## src/hw/rtl/iidl_pkg.sv

```systemverilog
// Shared types and codes for the indexed insert/delete list.
// Used by the list controller; has no dependencies of its own.
`default_nettype none

package iidl_pkg;

    typedef enum logic [2:0] {
        CMD_INSERT = 3'd0,
        CMD_APPEND = 3'd1,
        CMD_POP    = 3'd2,
        CMD_GET    = 3'd3,
        CMD_SET    = 3'd4
    } t_cmd;

    typedef enum logic [1:0] {
        STS_OK     = 2'd0,
        STS_BOUNDS = 2'd1,
        STS_FULL   = 2'd2
    } t_status;

    typedef enum logic [2:0] {
        ST_IDLE,
        ST_INS_SHIFT,
        ST_INS_FLUSH,
        ST_INS_PUT,
        ST_POP_HEAD,
        ST_POP_SHIFT,
        ST_POP_FLUSH,
        ST_GET_RD
    } t_state;

    localparam int unsigned CMD_W    = 3;
    localparam int unsigned POS_W    = 7;
    localparam int unsigned WORD_W   = 32;
    localparam int unsigned STATUS_W = 2;
    localparam int unsigned COUNT_W  = 7;

endpackage

`default_nettype wire

```

## src/hw/rtl/indexed_insert_delete_list.sv

```systemverilog
// Indexed insert/delete list held in one RAM with registered read data. Append, set, unknown
// commands and failures are answered from the accepting edge; get via ST_GET_RD, a pop of the
// last entry via ST_POP_HEAD, other pops via ST_POP_HEAD, ST_POP_SHIFT and ST_POP_FLUSH, an
// insert below the end via ST_INS_SHIFT, ST_INS_FLUSH and ST_INS_PUT; the RAM moves one entry
// per cycle. busy falls as the result is issued, so the next transfer may follow at once.
// Results cannot be stalled. Reset (synchronous, active low) empties the list, not the RAM.
`default_nettype none

module indexed_insert_delete_list #(
    parameter int unsigned DEPTH      = 64,
    parameter int unsigned DATA_WIDTH = 32
) (
    input  wire logic                            i_clk,
    input  wire logic                            i_rst_n,
    input  wire logic                            start,
    output logic                                 busy,
    input  wire logic [iidl_pkg::CMD_W-1:0]      i_command,
    input  wire logic [iidl_pkg::POS_W-1:0]      i_position,
    input  wire logic [iidl_pkg::WORD_W-1:0]     i_write_word,
    output logic                                 o_result_strobe,
    output logic [iidl_pkg::STATUS_W-1:0]        o_status,
    output logic [iidl_pkg::WORD_W-1:0]          o_read_word,
    output logic [iidl_pkg::COUNT_W-1:0]         o_count
);

    import iidl_pkg::*;

    localparam int unsigned AW = $clog2(DEPTH);
    localparam int unsigned LW = $clog2(DEPTH + 1);
    localparam int unsigned CW = (LW > POS_W) ? LW : POS_W;

    t_state              r_state, n_state;
    logic [LW-1:0]       r_len, n_len;
    logic [AW-1:0]       r_rd, n_rd;
    logic [AW-1:0]       r_pos, n_pos;
    logic [DATA_WIDTH-1:0] r_word, n_word;
    logic                r_wr_v, n_wr_v;
    logic [AW-1:0]       r_wr_addr, n_wr_addr;
    logic [DATA_WIDTH-1:0] r_hold, n_hold;
    logic                r_strobe, n_strobe;
    logic [STATUS_W-1:0] r_status, n_status;
    logic [WORD_W-1:0]   r_rword, n_rword;
    logic [COUNT_W-1:0]  r_count, n_count;

    logic                  ram_we;
    logic [AW-1:0]         ram_waddr;
    logic [DATA_WIDTH-1:0] ram_wdata;
    logic [AW-1:0]         ram_raddr;
    logic [DATA_WIDTH-1:0] ram_rdata;

    logic                  accept;
    t_cmd                  cmd;
    logic [CW-1:0]         pos_w;
    logic [CW-1:0]         len_w;
    logic [63:0]           in_wide;
    logic [DATA_WIDTH-1:0] in_data;
    logic [63:0]           rd_wide;
    logic [63:0]           hold_wide;
    logic                  full;
    logic [AW-1:0]         last_idx;

    assign accept    = start && (r_state == ST_IDLE);
    assign cmd       = t_cmd'(i_command);
    assign pos_w     = CW'(i_position);
    assign len_w     = CW'(r_len);
    assign in_wide   = {32'd0, i_write_word};
    assign in_data   = in_wide[DATA_WIDTH-1:0];
    assign rd_wide   = 64'(ram_rdata);
    assign hold_wide = 64'(r_hold);
    assign full      = (r_len == LW'(DEPTH));
    assign last_idx  = AW'(r_len - LW'(1));

    iidl_ram #(
        .WIDTH (DATA_WIDTH),
        .DEPTH (DEPTH)
    ) u_ram (
        .i_clk   (i_clk),
        .i_we    (ram_we),
        .i_waddr (ram_waddr),
        .i_wdata (ram_wdata),
        .i_raddr (ram_raddr),
        .o_rdata (ram_rdata)
    );

    // Next state.
    always_comb begin
        n_state = r_state;
        case (r_state)
            ST_IDLE: begin
                if (accept) begin
                    case (cmd)
                        CMD_INSERT: begin
                            if (pos_w < len_w && !full) begin
                                n_state = ST_INS_SHIFT;
                            end
                        end
                        CMD_POP: begin
                            if (pos_w < len_w) begin
                                n_state = ST_POP_HEAD;
                            end
                        end
                        CMD_GET: begin
                            if (pos_w < len_w) begin
                                n_state = ST_GET_RD;
                            end
                        end
                        default: n_state = ST_IDLE;
                    endcase
                end
            end
            ST_INS_SHIFT: begin
                if (r_rd == r_pos) begin
                    n_state = ST_INS_FLUSH;
                end
            end
            ST_INS_FLUSH: n_state = ST_INS_PUT;
            ST_INS_PUT:   n_state = ST_IDLE;
            ST_POP_HEAD: begin
                if (r_pos == last_idx) begin
                    n_state = ST_IDLE;
                end else begin
                    n_state = ST_POP_SHIFT;
                end
            end
            ST_POP_SHIFT: begin
                if (r_rd == last_idx) begin
                    n_state = ST_POP_FLUSH;
                end
            end
            ST_POP_FLUSH: n_state = ST_IDLE;
            ST_GET_RD:    n_state = ST_IDLE;
            default:      n_state = ST_IDLE;
        endcase
    end

    // Datapath, RAM port control and result register.
    always_comb begin
        n_len     = r_len;
        n_rd      = r_rd;
        n_pos     = r_pos;
        n_word    = r_word;
        n_wr_v    = 1'b0;
        n_wr_addr = r_wr_addr;
        n_hold    = r_hold;
        n_strobe  = 1'b0;
        n_status  = STS_OK;
        n_rword   = '0;
        n_count   = r_count;
        ram_raddr = r_rd;
        // A pending move writes the word read in the previous cycle.
        ram_we    = r_wr_v;
        ram_waddr = r_wr_addr;
        ram_wdata = ram_rdata;

        case (r_state)
            ST_IDLE: begin
                ram_raddr = pos_w[AW-1:0];
                n_pos     = pos_w[AW-1:0];
                n_word    = in_data;
                if (accept) begin
                    n_count = COUNT_W'(r_len);
                    case (cmd)
                        CMD_INSERT, CMD_APPEND: begin
                            if (cmd == CMD_INSERT && pos_w > len_w) begin
                                n_strobe = 1'b1;
                                n_status = STS_BOUNDS;
                            end else if (full) begin
                                n_strobe = 1'b1;
                                n_status = STS_FULL;
                            end else if (cmd == CMD_APPEND || pos_w == len_w) begin
                                ram_we    = 1'b1;
                                ram_waddr = AW'(r_len);
                                ram_wdata = in_data;
                                n_len     = r_len + LW'(1);
                                n_strobe  = 1'b1;
                                n_count   = COUNT_W'(r_len + LW'(1));
                            end else begin
                                n_rd = last_idx;
                            end
                        end
                        CMD_POP, CMD_GET: begin
                            if (pos_w >= len_w) begin
                                n_strobe = 1'b1;
                                n_status = STS_BOUNDS;
                            end
                        end
                        CMD_SET: begin
                            n_strobe = 1'b1;
                            if (pos_w >= len_w) begin
                                n_status = STS_BOUNDS;
                            end else begin
                                ram_we    = 1'b1;
                                ram_waddr = pos_w[AW-1:0];
                                ram_wdata = in_data;
                            end
                        end
                        default: n_strobe = 1'b1;
                    endcase
                end
            end
            ST_INS_SHIFT: begin
                // Walk down from the top; each word read moves up one place.
                n_wr_v    = 1'b1;
                n_wr_addr = r_rd + AW'(1);
                if (r_rd != r_pos) begin
                    n_rd = r_rd - AW'(1);
                end
            end
            ST_INS_FLUSH: begin
            end
            ST_INS_PUT: begin
                ram_we    = 1'b1;
                ram_waddr = r_pos;
                ram_wdata = r_word;
                n_len     = r_len + LW'(1);
                n_strobe  = 1'b1;
                n_count   = COUNT_W'(r_len + LW'(1));
            end
            ST_POP_HEAD: begin
                n_hold = ram_rdata;
                n_rd   = r_pos + AW'(1);
                if (r_pos == last_idx) begin
                    n_len    = r_len - LW'(1);
                    n_strobe = 1'b1;
                    n_rword  = rd_wide[WORD_W-1:0];
                    n_count  = COUNT_W'(r_len - LW'(1));
                end
            end
            ST_POP_SHIFT: begin
                // Walk up from above the gap; each word read moves down one place.
                n_wr_v    = 1'b1;
                n_wr_addr = r_rd - AW'(1);
                if (r_rd != last_idx) begin
                    n_rd = r_rd + AW'(1);
                end
            end
            ST_POP_FLUSH: begin
                n_len    = r_len - LW'(1);
                n_strobe = 1'b1;
                n_rword  = hold_wide[WORD_W-1:0];
                n_count  = COUNT_W'(r_len - LW'(1));
            end
            ST_GET_RD: begin
                n_strobe = 1'b1;
                n_rword  = rd_wide[WORD_W-1:0];
                n_count  = COUNT_W'(r_len);
            end
            default: begin
            end
        endcase
    end

    always_ff @(posedge i_clk) begin
        if (!i_rst_n) begin
            r_state  <= ST_IDLE;
            r_len    <= '0;
            r_wr_v   <= 1'b0;
            r_strobe <= 1'b0;
        end else begin
            r_state  <= n_state;
            r_len    <= n_len;
            r_wr_v   <= n_wr_v;
            r_strobe <= n_strobe;
        end
        r_rd      <= n_rd;
        r_pos     <= n_pos;
        r_word    <= n_word;
        r_wr_addr <= n_wr_addr;
        r_hold    <= n_hold;
        r_status  <= n_status;
        r_rword   <= n_rword;
        r_count   <= n_count;
    end

    assign busy            = (r_state != ST_IDLE);
    assign o_result_strobe = r_strobe;
    assign o_status        = r_status;
    assign o_read_word     = r_rword;
    assign o_count         = r_count;

endmodule

`default_nettype wire

```

## src/hw/rtl/iidl_ram.sv

```systemverilog
// Generic simple dual-port RAM: one write port, one read port with registered data.
// No dependencies.
`default_nettype none

module iidl_ram #(
    parameter int unsigned WIDTH = 32,
    parameter int unsigned DEPTH = 64
) (
    input  wire logic                     i_clk,
    input  wire logic                     i_we,
    input  wire logic [$clog2(DEPTH)-1:0] i_waddr,
    input  wire logic [WIDTH-1:0]         i_wdata,
    input  wire logic [$clog2(DEPTH)-1:0] i_raddr,
    output logic      [WIDTH-1:0]         o_rdata
);

    logic [WIDTH-1:0] r_mem [DEPTH];

    always_ff @(posedge i_clk) begin
        if (i_we) begin
            r_mem[i_waddr] <= i_wdata;
        end
        o_rdata <= r_mem[i_raddr];
    end

endmodule

`default_nettype wire

```

## config.mk

```make
export PLATFORM = sky130hd
export DESIGN_NAME = indexed_insert_delete_list
export DESIGN_NICKNAME = d
export VERILOG_FILES = /design/src/hw/rtl/iidl_pkg.sv /design/src/hw/rtl/indexed_insert_delete_list.sv /design/src/hw/rtl/iidl_ram.sv
export SDC_FILE = /design/constraint.sdc
export NUM_CORES = 2
export LEC_CHECK = 0
export BUFFER_PORTS_ARGS = -buffer_cell sky130_fd_sc_hd__buf_2
export CAP_MARGIN = 15
export CORE_MARGIN = 2
export CORE_UTILIZATION = 50
export CTS_CLUSTER_DIAMETER = 60
export DETAILED_ROUTE_END_ITERATION = 6
export HOLD_SLACK_MARGIN = 0.15
export PLACE_DENSITY = 0.65
export SLEW_MARGIN = 15
export SYNTH_ARGS = -nofsm -noshare
export SYNTH_HDL_FRONTEND = slang
export SYNTH_SLANG_ARGS = --single-unit
```

## constraint.sdc

```tcl
create_clock -name i_clk -period 9.1 [get_ports i_clk]
set_input_delay 0 -clock i_clk [delete_from_list [all_inputs] [get_ports i_clk]]
set_output_delay 0 -clock i_clk [all_outputs]
set_load 0.02 [all_outputs]
```

# Word level (Yosys, flattened, before mapping)
# Memories as Yosys holds them, arrays and structs flattened. A register that Yosys moved wholly into a read port is not among the register bits.
# Cells that the tools add are included.
[op_classes]
addsub = 5
order_cmp = 3
eq_ne = 31
mux = 65
reduce_logical = 22
[ops]
columns = ["operator", "n"]
rows = [
  ["$mux 32", 6],
  ["$pmux 32 s2", 2],
  ["$pmux 32 s3", 1],
  ["$mux 6", 13],
  ["$mux 7", 6],
  ["$pmux 6 s2", 3],
  ["$pmux 7 s5", 1],
  ["$pmux 7 s4", 1],
  ["$pmux 6 s4", 1],
  ["$mux 3", 7],
  ["$eq 6x6->1", 3],
  ["$ne 2x2->1 const B", 9],
  ["$pmux 3 s6", 1],
  ["$eq 3x3->1 const B", 5],
  ["$mux 1", 15],
  ["$add 6x1->6 const B", 2],
  ["$eq 3x2->1 const B", 4],
  ["$ne 6x6->1", 2],
  ["$ne 3x3->1 const B", 3],
  ["$pmux 3 s3", 1],
  ["$reduce_and 8->1", 1],
  ["$reduce_bool 4->1", 2],
  ["$add 7x1->7 const B", 1],
  ["$eq 7x7->1", 1],
  ["other kinds (24)", 35],
]
[totals]
reg_bits = 135
ram_bits = 2048
in_bits = 45
out_inout_bits = 43
wordCells = 139
memories = 1
[mem_list]
columns = ["memory", "words", "word_bits", "rd", "rd_clocked_by_memory_dff", "write_ports", "line_no", "rtl"]
rows = [
  ["u_ram.r_mem", 64, 32, 1, 1, 1, "iidl_ram.sv:17", "logic [WIDTH-1:0] r_mem [DEPTH];"],
]

# Depth between registers and ports, before layout
[logic_depth]
depth_word = 10
ltp_mapped = 14
ltp_nobuf = 9

# Cells and area by module
# A second synthesis with hierarchy kept.
[unflattened]
cells_unflattened = 4175
area_unflattened_um2 = 85907.4
[modules_own_cells]
columns = ["module", "instances", "cells_each", "area_each_um2", "seq_area_each_um2"]
rows = [
  ["iidl_ram", 1, 3511, 79039.6, 62139.6],
  ["indexed_insert_delete_list", 1, 664, 6867.8, 3593.4],
]

# Worst setup path before layout
# OpenSTA, ideal clock, no wires.
[synth_timing]
path_type = "reg2reg"
startpoint = "register r_len[0] (netlist: len_w[0])"
endpoint = "memory u_ram.r_mem[48][0], enable pin"
setup_time_ns = 0.502
arrival_time_ns = 5.870
required_ns = 8.598
path_slack_ns = 2.728
path_stages_with_launch = 13
n_path_buf = 3
period_less_slack_ns = 6.372
cell_sequence = "dfxtp_1 -> clkbuf_1 -> inv_1 -> ha_1 -> nor3b_2 -> and3_1 -> buf_2 -> a21oi_1 -> o221a_2 -> nand2_1 -> a311o_1 -> clkbuf_1 -> nor4_1"
[synth_between]
elab_chain_cells = 10
word_cells_on_any_way = 22
classes_between = "2 x order compare; 2 x eq/ne; 16 x mux; 2 x reduce/logical"
[synth_lines]
columns = ["element", "line_no", "rtl"]
rows = [
  ["start: declaration", "indexed_insert_delete_list.sv:33", "logic [LW-1:0] r_len, n_len;"],
  ["start signal: assignment", "indexed_insert_delete_list.sv:261", "r_len <= n_len;"],
  ["parallel branches: the longest is 10 deep, another holds $gt 7x7->1", "-", ""],
  ["end: declaration", "iidl_ram.sv:17", ""],
]
# Several ways; the timed one is not identified.

# Worst setup path in the final report
[layout_timing]
startpoint = "register r_len[3] (netlist: len_w[3])"
endpoint = "memory u_ram.r_mem[49][14], enable pin"
# The elaborated chain is that of the path after synthesis.

==> impl_summary.md <==
CTS
The post-CTS clock slew at the launch and capture registers of the worst setup and hold paths is 60 ps. The number of buffers inserted for hold repair after clock tree synthesis is 88. The clock latency of the later-clocked register in the worst-skew pair is 880 ps. In this run the deepest clock path goes through 3 buffers. The tree is rooted in a clkbuf_16. The maximum level of the CTS H-tree is 4. The TritonCTS buffer count is 216.

For this design, the sink count on the clock tree is 2215. The number of buffers inserted to repair setup after CTS is 0. The number of gates resized after CTS was 0. The TritonCTS clock tree is built.

STA
Counting I/O delays and the setup requirement, the final critical path takes 6260 ps. The slew at the pin closest to its max-slew limit is 1360 ps. Setup repair after global routing left no endpoint under its margin. The max-slew violation total from the final report came to 0.

Setup total negative slack on the finished layout was measured at 0 ps. The clock arrives with 41.6 ps of skew. Derived from the worst setup path, the maximum achievable clock frequency is 0.160 GHz. The final cycle utilization of the critical path is 68.8%. The total setup violations reported at the end of the flow is 0. The hold violation count in the final report is 0.

In this run the tightest slew margin relative to its limit is 8.62%.

Detailed routing
For this run, the detailed router's first-pass iteration total came to 6. The initial DRC count is 8592. The post-route antenna net violation count is 0.

The number of vias after detailed routing is 58362. The wire length after detailed routing is 260000 µm. Using the TritonRoute via totals, the vias-per-cell ratio works out to 6.22. After detailed routing, the number of remaining DRC violations is 0. The routed wirelength normalized by instance count is 27.7 µm.

Critical path
The type of the worst setup path is reg -> reg. The library cell contributing the largest single delay on the critical path is nor4_2. The cell family contributing the most delay on the critical path is compound AO/OA/AOI/OAI gates. Counting both buffers and inverters, the worst setup path holds a total of 3. Of all nets on the critical path, the largest fanout is 35. The worst setup path is launched from a flip-flop. The worst setup path is captured at a flip-flop. The endpoint arrival time on the critical path is 6750 ps. On the worst path, the slowest cell contributes a delay of 920 ps.

Counting stages on the worst path, the most repeated cell is buf_4. STA puts the critical path data required time at 9590 ps. Traced cell by cell, the critical path runs through clkinv_1 -> ha_1 -> and4_1 -> a41oi_1 -> a21oi_1 -> o221ai_4 -> a221oi_1 -> or3b_2 -> buf_4 -> nor4_2 -> buf_4.

Yosys
The cell count after synthesis came out at 6780. The post-synthesis average cell area is 13.0 µm². For this run, the register share of the synthesized area comes to 74.7%. The cell type contributing the most total cell area after synthesis is edfxtp_1. The Yosys step of the flow raised 0 warnings. After synthesis, the largest area contributor takes up 72.9% of total cell area.

The share of flip-flops with an asynchronous set or reset is 0%. The netlist area before placement is 88000 µm². When the netlist entered floorplanning its net count stood at 6837. The number of distinct library cells after synthesis is 83. After synthesis, the cell types taking the most area are edfxtp_1 (73%), nand2_1 (8.3%), nand3_1 (5.8%). Counting flops with a built-in enable in the synthesized netlist gives 2137. After synthesis the netlist holds a flip-flop and latch count of 2215. The commonest register cell after synthesis is edfxtp_1.

GRT
The first global-routing pass estimated 376000 µm of wire. The total global routing overflow is 0. The largest net degree at the start of global routing is 180. The via count of the first global-routing pass is 54906. The initial antenna violation count came to 18. The total global-route track usage is 28.5%.

Hold path
The path class of the lowest-slack min-delay path is in -> reg.

Layout
For this run, the post-layout net count is 6927. Of the cells placed in the final design, the portion with a size suffix greater than 1 is 10.1%. The most common cell after layout, fill and taps aside is edfxtp_1. In the layout the commonest cells are edfxtp_1 (2137), nand2_1 (1941), nand3_1 (1011), a31oi_1 (241), clkbuf_16 (217). The number of fill cells in the layout is 13482.

Across the whole layout, storage elements account for 65700 µm². The area growth from synthesis to layout is 13.3%. The total area of multi-input combinational cells is 21300 µm².

Status
The flow ran to the end, and the final reports show no timing, DRC or antenna violations.

Placed design
Once detailed placement completed, the half-perimeter wirelength came to 144000 µm. During placement, the flow inserted port buffers numbering 87. At the end of routability-driven placement, the weighted congestion stood at 0.904.

Power and ir drop
The leakage power is 33.6 nW. Power spread over the standard cell area amounts to 291 nW/µm². Overall power consumption after layout is estimated at 29.0 mW.

Across the VDD grid, the largest voltage drop is 0.319 mV.

Job
Across the run, the number of max-cap violations was 0.

Die
In this run the vertical extent of the chip is 423 µm. Pin placement for this block handled 88 I/O pins. The initial utilization of the core area, before any placement, comes to 50.5%.

In this run the standard cell core region covers 174000 µm². The site row count is 153. The die area is 179000 µm². The die is 423 µm wide.
==> power breakdown <==
group	internal, mW	leakage [nW]	switching [mW]
Sequential	13.1	20.1	0.371
Combinational	1.36	10.1	5.44
Clock	4.87	3.38	3.85
==> registers in the layout, indices dropped and copies added, names as in the netlist, 2 cells and up <==
signal / flops
len_w: 7
o_count: 7
o_read_word: 32
o_status: 2
r_hold: 32
r_pos: 6
r_rd: 6
r_state: 3
r_word: 32
r_wr_addr: 6
u_ram.o_rdata: 32
u_ram.r_mem: 2048
==> per-stage QoR <==
step / instance area, µm² / hold WS [ps] / utilization [%] / setup slack [ps] / std cells
finish: 99700 / 239 / 57.1 / 2840 / 9390
global route: 99600 / 219 / 57.1 / 2540 / 9383
CTS: 99600 / 152 / 57.1 / 2780 / 9378
detailed placement: 91800 / 228 / 52.6 / 2810 / 8888
global placement: 91800 / 234 / 52.6 / 2900 / 8887
floorplan: 88000 / 98.9 / - / 2730 / 6780
==> layer usage <==
metal	up-vias	global-route usage (%)	routed length, µm
li1	25357	-	-
met2	3317	44.1	119000
met5	-	0	37
met3	516	5.47	27800
met4	6	12.7	12100
met1	29166	39.6	101000
==> worst register-to-register path, cell delays in order (launching register included) <==
cell      delay (ps)
dfxtp_1          640
clkinv_1         400
ha_1             390
and4_1           230
a41oi_1          420
a21oi_1          190
o221ai_4         900
a221oi_1         370
or3b_2           520
buf_4            350
nor4_2           960
buf_4            510
==> synth_stat cells (9+ instances only) <==
master    number
edfxtp_1    2137
nand2_1     1944
nand3_1     1011
clkbuf_1     348
a31oi_1      245
nand4_1      126
dfxtp_1       78
a21oi_1       76
nor4_1        68
mux2i_1       63
buf_2         60
nor3_1        57
nor2_1        56
buf_1         53
o21ai_0       38
a22o_1        36
a221o_1       34
or4_1         30
xnor2_1       28
a32oi_1       25
a311oi_1      20
o221ai_1      16
o22ai_1       16
inv_1         14
a22oi_1       13
ha_1          12
xor2_1        12
nor2b_1       10
and3_1         9
mux4_2         9
o211ai_1       9
==> area by class of cell <==
cell class | count | share of cell area (%)
diodes | 11 | 0.0276
clock buffers | 295 | 5.96
clock inverters | 107 | 0.989
inverters | 18 | 0.0678
multi-input cells | 4081 | 21.3
flip-flops and latches | 2215 | 66.0
well taps | 2325 | 2.92
repair buffers | 338 | 2.75
==> kinds of logic (layout without fill, tap and decap cells) <==
| logic type | after synthesis | after routing | share of synthesized area, % |
|---|---|---|---|
| multiplexers | 77 | 77 | 1.01 |
| other | 0 | 11 | 0 |
| XOR/XNOR | 43 | 43 | 0.475 |
| adder cells (fa/ha/maj) | 12 | 12 | 0.171 |
| AND/OR/NAND/NOR | 3350 | 3350 | 16.7 |
| flip-flops | 2215 | 2215 | 74.7 |
| buffers and inverters | 484 | 758 | 2.18 |
| AO/OA/AOI/OAI | 599 | 599 | 4.76 |
==> path summary, 6_finish.rpt <==
check / slack, ps / depth (start not counted) / end / startpoint
hold / removal: 240 / 4 / o_status[0] / start
hold reg to reg: 460 / 1 / o_read_word[29] / r_hold[29]
setup reg to reg: 2840 / 11 / u_ram.r_mem[49][14] / len_w[3]
setup / recovery: 2840 / 11 / u_ram.r_mem[49][14] / len_w[3]
No activity file was read; power rests on OpenSTA's default activity.
